## config.mk

```make
export PLATFORM = sky130hd
export DESIGN_NAME = sktab_scan
export DESIGN_NICKNAME = d
export VERILOG_FILES = /design/src/rtl/sktab_pkg.sv /design/src/rtl/sktab_scan.sv
export SDC_FILE = /design/constraint.sdc
export NUM_CORES = 1
export LEC_CHECK = 0
export BUFFER_PORTS_ARGS = -buffer_cell sky130_fd_sc_hd__clkbuf_2
export CORE_AREA = 2 2 300 302
export CTS_CLUSTER_SIZE = 10
export DETAILED_ROUTE_END_ITERATION = 16
export DIE_AREA = 0 0 302 304
export GPL_TIMING_DRIVEN = 0
export SETUP_SLACK_MARGIN = 0.1
export SYNTH_ARGS = -nofsm -noshare
export SYNTH_HDL_FRONTEND = slang
export SYNTH_SLANG_ARGS = --single-unit
```

## constraint.sdc

```tcl
create_clock -name clk -period 47.9 [get_ports clk]
set_clock_uncertainty 0.1 [all_clocks]
set_input_delay 7.185 -clock clk [delete_from_list [all_inputs] [get_ports clk]]
set_output_delay 7.185 -clock clk [all_outputs]
set_load 0.05 [all_outputs]
```

## src/rtl/sktab_pkg.sv

```systemverilog
`timescale 1ns / 1ps
// ----------------------------------------------------------------------------
// sktab_pkg
// Shared types and constants of the session key table.
// ----------------------------------------------------------------------------
package sktab_pkg;

  localparam int IN_W  = 296;
  localparam int OUT_W = 128;

  localparam logic [31:0] TTL_RESET = 32'd3600;

  localparam logic [1:0] OP_PUT = 2'd0;
  localparam logic [1:0] OP_GET = 2'd1;
  localparam logic [1:0] OP_DEL = 2'd2;

  typedef struct packed {
    logic        valid;
    logic [31:0] stamp;
    logic [7:0]  service;
    logic [63:0] key_high;
    logic [63:0] key_low;
    logic [63:0] addr_high;
    logic [63:0] addr_low;
  } entry_t;

  typedef struct packed {
    logic start;
    logic step;
  } scan_ctl_t;

  typedef struct packed {
    logic match_found;
    logic free_found;
  } scan_flags_t;

endpackage

```

## src/rtl/sktab_scan.sv

```systemverilog
`timescale 1ns / 1ps
// ----------------------------------------------------------------------------
// sktab_scan
// Shared compare unit: one entry per step, tracks first match, first free
// entry and lowest-index oldest entry.
// ----------------------------------------------------------------------------
module sktab_scan
  import sktab_pkg::*;
#(
  parameter int ENTRIES = 128,
  localparam int IDX_W = $clog2(ENTRIES)
) (
  input  logic             clk,
  input  logic             rst,
  input  scan_ctl_t        ctl,
  input  logic [IDX_W-1:0] idx,
  input  entry_t           entry,
  input  logic [7:0]       service,
  input  logic [63:0]      key_high,
  input  logic [63:0]      key_low,
  output scan_flags_t      flags,
  output logic [IDX_W-1:0] match_idx,
  output logic [IDX_W-1:0] free_idx,
  output logic [IDX_W-1:0] oldest_idx,
  output entry_t           match_entry
);

  logic [31:0] oldest_stamp;
  logic        key_eq;
  logic        older;

  assign key_eq = entry.valid && (entry.service == service) &&
                  (entry.key_high == key_high) && (entry.key_low == key_low);
  assign older  = (idx == '0) || (entry.stamp < oldest_stamp);

  always_ff @(posedge clk) begin
    if (rst || ctl.start) begin
      flags <= '0;
    end else if (ctl.step) begin
      if (key_eq && !flags.match_found) begin
        flags.match_found <= 1'b1;
      end
      if (!entry.valid && !flags.free_found) begin
        flags.free_found <= 1'b1;
      end
    end
  end

  always_ff @(posedge clk) begin
    if (ctl.step) begin
      if (key_eq && !flags.match_found) begin
        match_idx   <= idx;
        match_entry <= entry;
      end
      if (!entry.valid && !flags.free_found) begin
        free_idx <= idx;
      end
      if (entry.valid && older) begin
        oldest_idx   <= idx;
        oldest_stamp <= entry.stamp;
      end
    end
  end

endmodule

```

==> flow_metrics.py, run 1 <==
metrics = {
    "clock_tree": {
        "cts_resized": 0,
        "htreeDepth": 2,
        "cts_sinks": 352,
        "numCtsBuffers": 46,
        "clk-insertion-delay-late_ns": 0.60,
        "path_clk_slew_ns": 0.05,
        "cts_hold_buf": 0,
        "post_cts_buffers": 0,
        "cts_tree": "done",
        "cts-root-buf": "clkbuf_16",
        "clk_path_buf_depth": 3,
    },
    "timing": {
        "finalCritPeriodShare_pct": 24.9,
        "setup_viol": 0,
        "slew_headroom_pct": 21.5,
        "post-route-min-period_ns": 11.90,
        "tightest_slew_ns": 1.17,
        "fmax_ghz": 0.0840,
        "report.final.slew_viol_count": 0,
        "rsz0062_at_grt": "no",
        "hold_ws_ns": 0.403,
        "hold_viol_final": 0,
    },
    "synth": {
        "ys.flop_type": "edfxtp_1",
        "syn_avg_cell_area_sq_um": 18.0,
        "synth-seq-cells": 352,
        "ys_warn_count": 0,
        "synth_edf_count": 350,
        "synthArstFlopShare_pct": 0,
        "syn_nets": 1215,
        "yosys.area.top_type": "edfxtp_1",
        "syn-cell-area_sq_um": 13400,
        "synth.distinct_cells": 41,
        "syn_inst": 740,
        "synth_top_area_share_pct": 78.7,
        "synth-seq-area-share_pct": 79.0,
        "synth_area_leaders": "edfxtp_1 (79%), xor2_1 (3.9%), xnor2_1 (3.1%)",
    },
    "finish": {
        "seq_area_sq_um": 10600,
        "fin_nets": 2078,
        "drive_above_1_share_pct": 54.4,
        "final_util_pct": 22.9,
        "fin_area_sq_um": 20400,
        "fill_cells": 9507,
        "multi_input_area_sq_um": 2630,
        "syn_to_final_growth_pct": 52.9,
        "stdcell_count": 2803,
    },
    "floorplan": {
        "start_util_pct": 15.0,
        "die-area_sq_um": 91800,
        "io_pins": 764,
        "core_sq_um": 89000,
        "fp-row-count": 110,
        "die_w_microns": 302,
        "die_height_microns": 304,
    },
    "route": {
        "vias": 9923,
        "detail-route-antenna-nets": 0,
        "dr.pass1.iters": 5,
        "vias_per_cell": 3.54,
        "wl_microns": 57400,
        "drt_iter0_markers": 549,
        "drc": 0,
        "routedWlPerCell_microns": 20.5,
    },
    "power_and_ir_drop": {
        "p_sw_share_pct": 23.0,
        "intPower_uw": 549,
        "power_frac_comb_pct": 7.5,
        "cellLeakagePower_nw": 8.48,
        "p_seq_share_pct": 47.8,
        "ir_drop_uv": 25.8,
        "p_switching_uw": 164,
        "power_frac_clock_pct": 44.7,
        "power_density_nw_per_um2": 34.9,
    },
    "critical_path": {
        "worstPathArrival_ns": 12.11,
        "required_ns": 48.11,
        "crit_path_start_kind": "primary input",
        "crit_fanout": 10,
        "r2r_slack_ns": 43.43,
        "endpoint_kind": "flop",
        "crit_type": "in -> reg",
    },
    "place": {
        "dpl.cell_count": 2731,
        "placed_cell_area_sq_um": 19100,
        "gp_congestion": 0.841,
        "dp_hpwl_microns": 49600,
        "io_buffers": 763,
    },
    "worst_hold_path": {
        "hold_path_class": "reg -> reg",
    },
    "run_status": {
        "outcome": "completed",
    },
    "global_route": {
        "grt_max_degree": 13,
        "grt_remaining_overflow": 0,
        "grt_pass1_vias": 10183,
        "grt_use_total_pct": 11.9,
        "grt_pass1_wl_microns": 75500,
        "antenna_found_initial": 17,
    },
    "run": {
        "maxCapViolCount": 0,
    },
}
final timing paths:
path,from,to,depth (start not counted)
max,key_high[17],match_entry[123],18
min,flags[1],flags[1],2
max reg2reg,flags[1],match_entry[123],16
min reg2reg,flags[1],flags[1],2
state kept, by name, indices dropped and copies added, names as in the netlist:
| signal | cells |
|---|---|
| match_entry | 297 |
| free_idx | 7 |
| flags | 2 |
| match_idx | 7 |
| oldest_idx | 7 |
| oldest_stamp | 32 |
Yosys cell counts, types with 2 or more instances:
library cell and number:
nor2b_1 29, o22ai_1 7, nand2_1 13, nand2b_1 9, nand4b_1 4, a21o_1 3, a21oi_1 14, a22o_1 2
and4_1 5, nor3_1 9, nand3_1 5, ha_1 31, o21ai_0 7, inv_1 52, edfxtp_1 350, o2111a_1 2
dfxtp_1 2, and4b_1 2, or4_4 2, a2111oi_0 8, nand4_1 27, nor2_1 12, xor2_1 60, nor4_1 20
nor4b_1 2, xnor2_1 47, a211oi_1 2
layout by cell type, fill, tap and decap left out, types with 18 or more instances in the layout:
master | netlist | layout
inv_1 | 52 | 52
edfxtp_1 | 350 | 350
xnor2_1 | 47 | 47
nor2b_1 | 29 | 29
clkbuf_2 | 0 | 763
clkbuf_16 | 0 | 46
nand4_1 | 27 | 27
buf_4 | 0 | 46
xor2_1 | 60 | 60
ha_1 | 31 | 31
nor4_1 | 20 | 18
metrics by stage:
| step | setup slack [ns] | TNS [ns] | total power, mW |
|---|---|---|---|
| floorplan | 8.94 | 0 | 0.366 |
| global placement | -8.53 | -2574.79 | 0.400 |
| detailed placement | 35.05 | 0 | 0.401 |
| CTS | 35.73 | 0 | 0.726 |
| global route | 35.64 | 0 | 0.742 |
| finish | 36.00 | 0 | 0.713 |
critical path, cell delays in order:
cell,delay [ns]
clkbuf_2,0.09
xor2_1,0.15
nor3_1,0.60
nand3_1,0.57
nor4_1,0.56
nand3_1,0.32
nor4_2,0.49
buf_4,0.25
buf_4,0.16
buf_4,0.16
buf_4,0.18
buf_4,0.20
buf_4,0.20
buf_4,0.20
buf_4,0.20
buf_4,0.21
buf_6,0.16
buf_4,0.18
cells by family (layout without fill, tap and decap cells):
kind of cell / count (synthesis) / count (layout) / share of synthesized area, %
AOI/OAI and AO/OA: 51 / 51 / 2.71
xor gates and xnor gates: 107 / 107 / 7.02
adders and majority gates: 31 / 31 / 2.91
buffers and inverters: 52 / 936 / 1.46
DFF: 352 / 352 / 79.0
other: 0 / 3 / 0
and+or+nand+nor: 147 / 147 / 6.89
layer usage:
layer / global-route usage (%) / wire length, microns
met1: 14.6 / 23700
met2: 19.3 / 26200
met3: 4.60 / 5900
met4: 3.76 / 1510
met5: 0 / 99
power by group through the flow:
| stage | Clock [mW] | Combinational (mW) | Sequential (mW) |
|---|---|---|---|
| floorplan | 0 | 0.0163 | 0.349 |
| global placement | 0 | 0.0522 | 0.348 |
| detailed placement | 0 | 0.0540 | 0.347 |
| CTS | 0.331 | 0.0542 | 0.341 |
| global route | 0.342 | 0.0583 | 0.341 |
| finish | 0.319 | 0.0535 | 0.341 |
final cells by class:
cell class	instances	area share [%]
Sequential cell	352	51.7
Antenna cell	3	0.0368
Multi-Input combinational cell	336	12.9
Tap cell	1176	7.21
Timing Repair Buffer	815	20.7
Inverter	52	0.956
Clock buffer	54	5.79
Clock inverter	15	0.784
Note: power is estimated with default switching activity, not from simulation.
==> inputs of run 2 (changes only) <==
--- a/config.mk
+++ b/config.mk
@@ -5,11 +5,12 @@
 export SDC_FILE = /design/constraint.sdc
 export NUM_CORES = 1
 export LEC_CHECK = 0
+export ABC_AREA = 1
 export BUFFER_PORTS_ARGS = -buffer_cell sky130_fd_sc_hd__clkbuf_2
-export CORE_AREA = 2 2 300 302
+export CORE_AREA = 2 2 298 300
 export CTS_CLUSTER_SIZE = 10
 export DETAILED_ROUTE_END_ITERATION = 16
-export DIE_AREA = 0 0 302 304
+export DIE_AREA = 0 0 300 302
 export GPL_TIMING_DRIVEN = 0
 export SETUP_SLACK_MARGIN = 0.1
 export SYNTH_ARGS = -nofsm -noshare
==> constraint.sdc (replaced) <==
create_clock -name clk -period 10.1 [get_ports clk]
set_clock_uncertainty 0.1 [all_clocks]
set_input_delay 1.515 -clock clk [delete_from_list [all_inputs] [get_ports clk]]
set_output_delay 1.515 -clock clk [all_outputs]
set_load 0.05 [all_outputs]
==> run 2 against run 1 <==
Against the previous run: total power rose to 4.9 times the previous value; worst setup slack lost 30 ns; worst hold slack worse by 0.00062 ns; combinational power rose to 6.1 times the previous value; non-clock buffer count fell by 39; sequential share of layout area is 2.9 points lower; clock power grew to 4.8 times the previous value; register-to-register slack worse by 36 ns; sequential power grew to 4.8 times the previous value; global-route usage increased by 3.8 points; synthesized cell count is 65% higher; sequential cell count did not move; largest power group unchanged.
==> flow_metrics.py, run 2 <==
metrics = {
    "critical_path": {
        "timing.critical_path.mode_cell": "buf_16",
        "cpPeakStageDelay_ns": 0.97,
        "critPathBufInv": 5,
        "crit_family": "simple AND/OR/NAND/NOR gates",
        "cp_slowest_cell": "nor4_1",
        "worstPathArrival_ns": 4.65,
        "required_ns": 10.27,
        "r2r-start": "flags[1]",
        "crit_chain": "clkbuf_2, xor2_1, nor4_1, nand2_1, nor2_1, nand3_1, nor2_4, buf_16, buf_16, buf_16, buf_12",
        "crit_type": "in -> reg",
        "crit_start": "key_low[44]",
        "crit_path_start_kind": "primary input",
        "endpoint_kind": "flop",
        "crit_fanout": 32,
    },
    "route": {
        "vias_per_cell": 3.70,
        "routedWlPerCell_microns": 22.9,
        "dr.pass1.iters": 4,
        "vias": 12013,
        "drc": 0,
        "drt_iter0_markers": 675,
        "wl_microns": 74400,
        "detail-route-antenna-nets": 0,
    },
    "global_route": {
        "grtUsageMet1_pct": 17.8,
        "grt_util_met2_pct": 27.8,
        "top_usage_layer": "met2",
        "grt_pass1_wl_microns": 95400,
        "grtUsageMet3_pct": 5.60,
        "grt_use_total_pct": 15.7,
        "grt_remaining_overflow": 0,
        "antenna_found_initial": 24,
        "grt_pass1_vias": 11703,
        "grt_max_degree": 36,
    },
    "timing": {
        "post-route-min-period_ns": 4.48,
        "tightest_slew_ns": 1.13,
        "slew_headroom_pct": 24.2,
        "fmax_ghz": 0.223,
        "rsz0062_at_grt": "no",
        "finalCritPeriodShare_pct": 44.4,
        "report.final.slew_viol_count": 0,
        "hold_viol_final": 0,
        "setup_viol": 0,
    },
    "finish": {
        "drive_above_1_share_pct": 41.1,
        "stdcell_count": 3243,
        "multi_input_area_sq_um": 3400,
        "largest-register": "match_entry",
        "syn_to_final_growth_pct": 47.5,
        "final_cell_mix": "clkbuf_2 (763), edfxtp_1 (350), nand2_1 (289), inv_1 (192), nor2_1 (147)",
        "largestRegisters": "match_entry x297, oldest_stamp x32",
        "fin_nets": 2516,
        "seq_area_sq_um": 10600,
        "fill_cells": 9467,
        "final_util_pct": 24.7,
        "final_common_cell": "clkbuf_2",
        "largest_register_ffs": 297,
    },
    "clock_tree": {
        "htreeDepth": 2,
        "cts_tree": "done",
        "clk-insertion-delay-late_ns": 0.59,
        "path_clk_slew_ns": 0.05,
        "numCtsBuffers": 45,
        "post_cts_buffers": 0,
        "cts_resized": 0,
        "clk_path_buf_depth": 3,
        "cts-root-buf": "clkbuf_16",
        "cts_sinks": 352,
        "cts_hold_buf": 0,
    },
    "synth": {
        "syn_inst": 1218,
        "syn_nets": 1693,
        "yosys.area.top_type": "edfxtp_1",
        "syn-cell-area_sq_um": 14700,
        "ys_warn_count": 0,
        "synth.distinct_cells": 30,
        "syn_avg_cell_area_sq_um": 12.0,
        "synth-seq-cells": 352,
        "synth-seq-area-share_pct": 72.0,
        "synth_top_area_share_pct": 71.7,
        "synthArstFlopShare_pct": 0,
        "synth.most_common_cell": "edfxtp_1",
        "synth_edf_count": 350,
        "synthTopCellsByCount": "edfxtp_1 (350), nand2_1 (289), inv_1 (192), nor2_1 (148), xnor2_1 (34)",
        "ys.flop_type": "edfxtp_1",
        "synth_area_leaders": "edfxtp_1 (72%), nand2_1 (7.4%), inv_1 (4.9%)",
    },
    "worst_hold_path": {
        "min_from": "flags[0]",
        "hold_path_class": "reg -> reg",
    },
    "floorplan": {
        "fp-row-count": 109,
        "core_sq_um": 87600,
        "die_height_microns": 302,
        "die-area_sq_um": 90600,
        "io_pins": 764,
        "die_w_microns": 300,
        "start_util_pct": 16.7,
    },
    "power_and_ir_drop": {
        "ir_drop_uv": 119,
        "cellLeakagePower_nw": 9.69,
        "power_density_nw_per_um2": 160,
    },
    "place": {
        "dpl.cell_count": 3159,
        "io_buffers": 763,
        "gp_congestion": 0.841,
        "dp_hpwl_microns": 65200,
    },
    "run_status": {
        "outcome": "completed",
    },
    "run": {
        "maxCapViolCount": 0,
    },
}
[run 2: changes by cell type in the layout (fill, tap and decap cells not counted), moves of 15 or more]
cell     previous run  this run
xor2_1             60        27
nor2b_1            29         0
nor4_1             18         3
inv_1              52       192
nor2_1             12       147
buf_4              46         0
nand2_1            13       289
[run 2: worst reg2reg max path, cell delays in order (launching register included)]
cell and delay, ns:
dfxtp_1 0.35, inv_1 0.16, nand4_1 0.10, nor2_1 0.12, nand2_1 0.08, nor2_1 0.12, nand3_1 0.13, nor2_4 0.44
buf_16 0.24, buf_16 0.19, buf_16 0.20, buf_12 0.24
[run 2: per-stage QoR]
| step | area [sq um] | setup TNS [ns] | worst slack [ns] | power (mW) | hold slack [ns] |
|---|---|---|---|---|---|
| 2_1_floorplan | 14700 | 0 | 2.76 | 1.77 | 0.605 |
| 3_3_place_gp | 19900 | -268.98 | -0.951 | 1.97 | 0.383 |
| 3_5_place_dp | 20200 | 0 | 4.91 | 1.98 | 0.392 |
| 4_1_cts | 21600 | 0 | 5.57 | 3.55 | 0.405 |
| 5_1_grt | 21600 | 0 | 5.54 | 3.62 | 0.445 |
| 6_report | 21600 | 0 | 5.62 | 3.47 | 0.402 |
[run 2: layout make-up]
class / count / area share (%)
Sequential cell: 352 / 48.8
Timing Repair Buffer: 776 / 19.0
Multi-Input combinational cell: 671 / 15.7
Tap cell: 1165 / 6.74
Clock buffer: 58 / 5.43
Inverter: 195 / 3.38
Clock inverter: 14 / 0.821
Antenna cell: 12 / 0.139
[run 2: power breakdown]
part	switching, mW	total, mW	internal, mW
Clock	0.638	1.53	0.892
Sequential	0.00185	1.62	1.62
Combinational	0.203	0.324	0.121
[run 2: path summary, 6_finish.rpt]
kind | endpoint | slack, ns | cells past startpoint
worst max register to register | match_entry[198] | 7.26 | 11
worst min-delay path | flags[0] | 0.40 | 2
worst max-delay path | match_entry[198] | 5.62 | 11
worst min register to register | flags[0] | 0.40 | 2
[run 2: kinds of logic (layout without fill, tap and decap cells)]
family / Yosys count / in the layout / share of synthesized area, %
compound gates: 64 / 64 / 2.33
xor+xnor: 62 / 62 / 3.75
fa+ha+maj: 31 / 31 / 2.65
buf+inv: 195 / 1043 / 4.99
flops: 352 / 352 / 72.0
other cells: 0 / 12 / 0
simple gates: 514 / 514 / 14.3
[run 2: per-layer routing]
metal / share of wire [%] / up-vias / routed length (microns)
li1: - / 5741 / -
met1: 38 / 5541 / 28100
met2: 50 / 622 / 37000
met3: 9.7 / 91 / 7190
met4: 2.6 / 18 / 1930
met5: 0.16 / - / 119
==> inputs of run 3 (changes only) <==
==> constraint.sdc (replaced) <==
create_clock -name clk -period 3.7 [get_ports clk]
set_clock_uncertainty 0.1 [all_clocks]
set_input_delay 0.555 -clock clk [delete_from_list [all_inputs] [get_ports clk]]
set_output_delay 0.555 -clock clk [all_outputs]
set_load 0.05 [all_outputs]
==> run 3 against run 2 <==
Against the previous run: largest cell class unchanged; critical path depth up 4; first-iteration DRC count up 2.5%; routed wire length down 1.6%.
==> flow_metrics.py, run 3 (synthesis gave the netlist of run 2 again) <==
metrics = {
    "run_status": {
        "outcome": "completed",
    },
    "timing": {
        "tightest_slew_ns": 1.15,
        "post-route-min-period_ns": 3.19,
        "hold_viol_final": 0,
        "slew_headroom_pct": 22.8,
        "rsz0062_at_grt": "no",
        "finalCritPeriodShare_pct": 86.2,
        "fmax_ghz": 0.314,
        "setup_viol": 0,
        "report.final.slew_viol_count": 0,
        "tns_ns": 0,
    },
    "critical_path": {
        "crit_chain": "dlygate4sd3_1, clkbuf_2, inv_1, nand2_1, nand2_1, nand4_1, nor2_1, nand2_1, nor2_1, nand3_1, nor2_4, buf_12, buf_12, buf_12, buf_12",
        "worstPathArrival_ns": 3.37,
        "regToRegEndpoint": "match_entry[111]",
        "crit_type": "in -> reg",
        "endpoint_kind": "flop",
        "cp_slowest_cell": "dlygate4sd3_1",
        "timing.critical_path.mode_cell": "buf_12",
        "r2r_cells": 11,
        "crit_start": "entry[236]",
        "cpPeakStageDelay_ns": 0.53,
        "r2r_slack_ns": 0.83,
        "r2r-start": "flags[1]",
        "crit_path_start_kind": "primary input",
        "required_ns": 3.88,
        "cp-endpoint": "match_entry[111]",
        "crit_fanout": 35,
    },
    "finish": {
        "fill_cells": 9299,
        "syn_to_final_growth_pct": 55.3,
        "fin_area_sq_um": 22800,
        "final_cell_mix": "clkbuf_2 (763), edfxtp_1 (350), nand2_1 (289), inv_1 (192), nor2_1 (147)",
        "final_common_cell": "clkbuf_2",
        "largest_register_ffs": 297,
        "largestRegisters": "match_entry x297, oldest_stamp x32",
        "largest-register": "match_entry",
        "drive_above_1_share_pct": 39.2,
        "fin_nets": 2638,
    },
    "floorplan": {
        "die_height_microns": 302,
        "fp-row-count": 109,
        "die_w_microns": 300,
        "core_sq_um": 87600,
        "start_util_pct": 16.7,
        "io_pins": 764,
        "die-area_sq_um": 90600,
    },
    "power_and_ir_drop": {
        "ir_drop_uv": 299,
        "cellLeakagePower_nw": 10.2,
        "power_density_nw_per_um2": 421,
        "p_total_mw": 9.59,
    },
    "clock_tree": {
        "clk_path_buf_depth": 3,
        "cts-root-buf": "clkbuf_16",
        "htreeDepth": 2,
        "clk-insertion-delay-late_ns": 0.60,
        "numCtsBuffers": 47,
        "cts_sinks": 352,
        "cts_tree": "done",
        "path_clk_slew_ns": 0.06,
    },
    "route": {
        "wl_microns": 73200,
        "dr.pass1.iters": 4,
        "drt_iter0_markers": 692,
        "routedWlPerCell_microns": 21.8,
        "vias": 12540,
        "detail-route-antenna-nets": 0,
        "drc": 0,
        "vias_per_cell": 3.74,
    },
    "place": {
        "placed_cell_area_sq_um": 20200,
        "io_buffers": 763,
        "dp_hpwl_microns": 62000,
        "gp_congestion": 0.908,
    },
    "global_route": {
        "grtUsageMet3_pct": 4.17,
        "grt_max_degree": 36,
        "grt_util_met2_pct": 26.5,
        "top_usage_layer": "met2",
        "grt_pass1_wl_microns": 95400,
        "grtUsageMet1_pct": 18.3,
        "antenna_found_initial": 17,
        "grt_remaining_overflow": 0,
        "grt_use_total_pct": 15.5,
        "grt_pass1_vias": 12423,
    },
    "run": {
        "maxCapViolCount": 0,
    },
    "worst_hold_path": {
        "hold_path_class": "in -> reg",
    },
}
-- run 3: what timing repair did --
item / 4_1_cts / 5_1_grt
hold endpoints to repair: 119 / 0
setup buffers: 0 / 3
setup endpoints to repair: 35 / 35
pin swaps: 0 / 1
hold buffers: 119 / 0
gates resized for setup: 1 / 0
-- run 3: routing by layer --
| layer | wire, microns | up-vias |
|---|---|---|
| met5 | 80 | - |
| met1 | 29500 | 5798 |
| met2 | 35300 | 644 |
| li1 | - | 5979 |
| met4 | 2970 | 12 |
| met3 | 5320 | 107 |
-- run 3: power breakdown --
group,internal [mW],total [mW],switching (mW)
combinational,0.412,0.989,0.576
sequential,4.41,4.42,0.00510
clock,2.38,4.18,1.80
total,7.21,9.59,2.38
-- run 3: worst min path at each step --
stage | slack (ns) | start | end | cells after the start
global route | 0.01 | entry[114] | match_entry[114] | 1
global placement | 0.38 | flags[0] | flags[0] | 2
detailed placement | 0.39 | flags[0] | flags[0] | 2
finish | 0.06 | entry[241] | match_entry[241] | 1
CTS | 0.00009 | entry[241] | match_entry[241] | 1
floorplan | 0.55 | idx[0] | free_idx[0] | 0
-- run 3: area by class of cell --
type	instances	area (sq um)	area share (%)
Tap cell	1165	1460	6.40
Multi-Input combinational cell	671	3410	15.0
Sequential cell	352	10600	46.3
Antenna cell	3	7.51	0.0330
Clock buffer	52	1190	5.25
Inverter	195	732	3.21
Timing Repair Buffer	896	5250	23.1
Clock inverter	23	176	0.775
-- run 3: through the flow --
stage / instances / util (%) / hold slack, ns / setup WS, ns
CTS: 3351 / 26.0 / 0.0000906 / 0.121
detailed placement: 3157 / 23.0 / 0.393 / -0.680
floorplan: 1218 / - / 0.554 / -2.65
finish: 3357 / 26.0 / 0.0582 / 0.511
global route: 3355 / 26.0 / 0.0138 / 0.394
global placement: 3146 / 22.8 / 0.376 / -6.25
-- run 3: critical path, delay by kind of cell --
| family | cells | cell delay [ns] |
|---|---|---|
| buf+inv | 7 | 1.61 |
| simple gates | 8 | 1.11 |
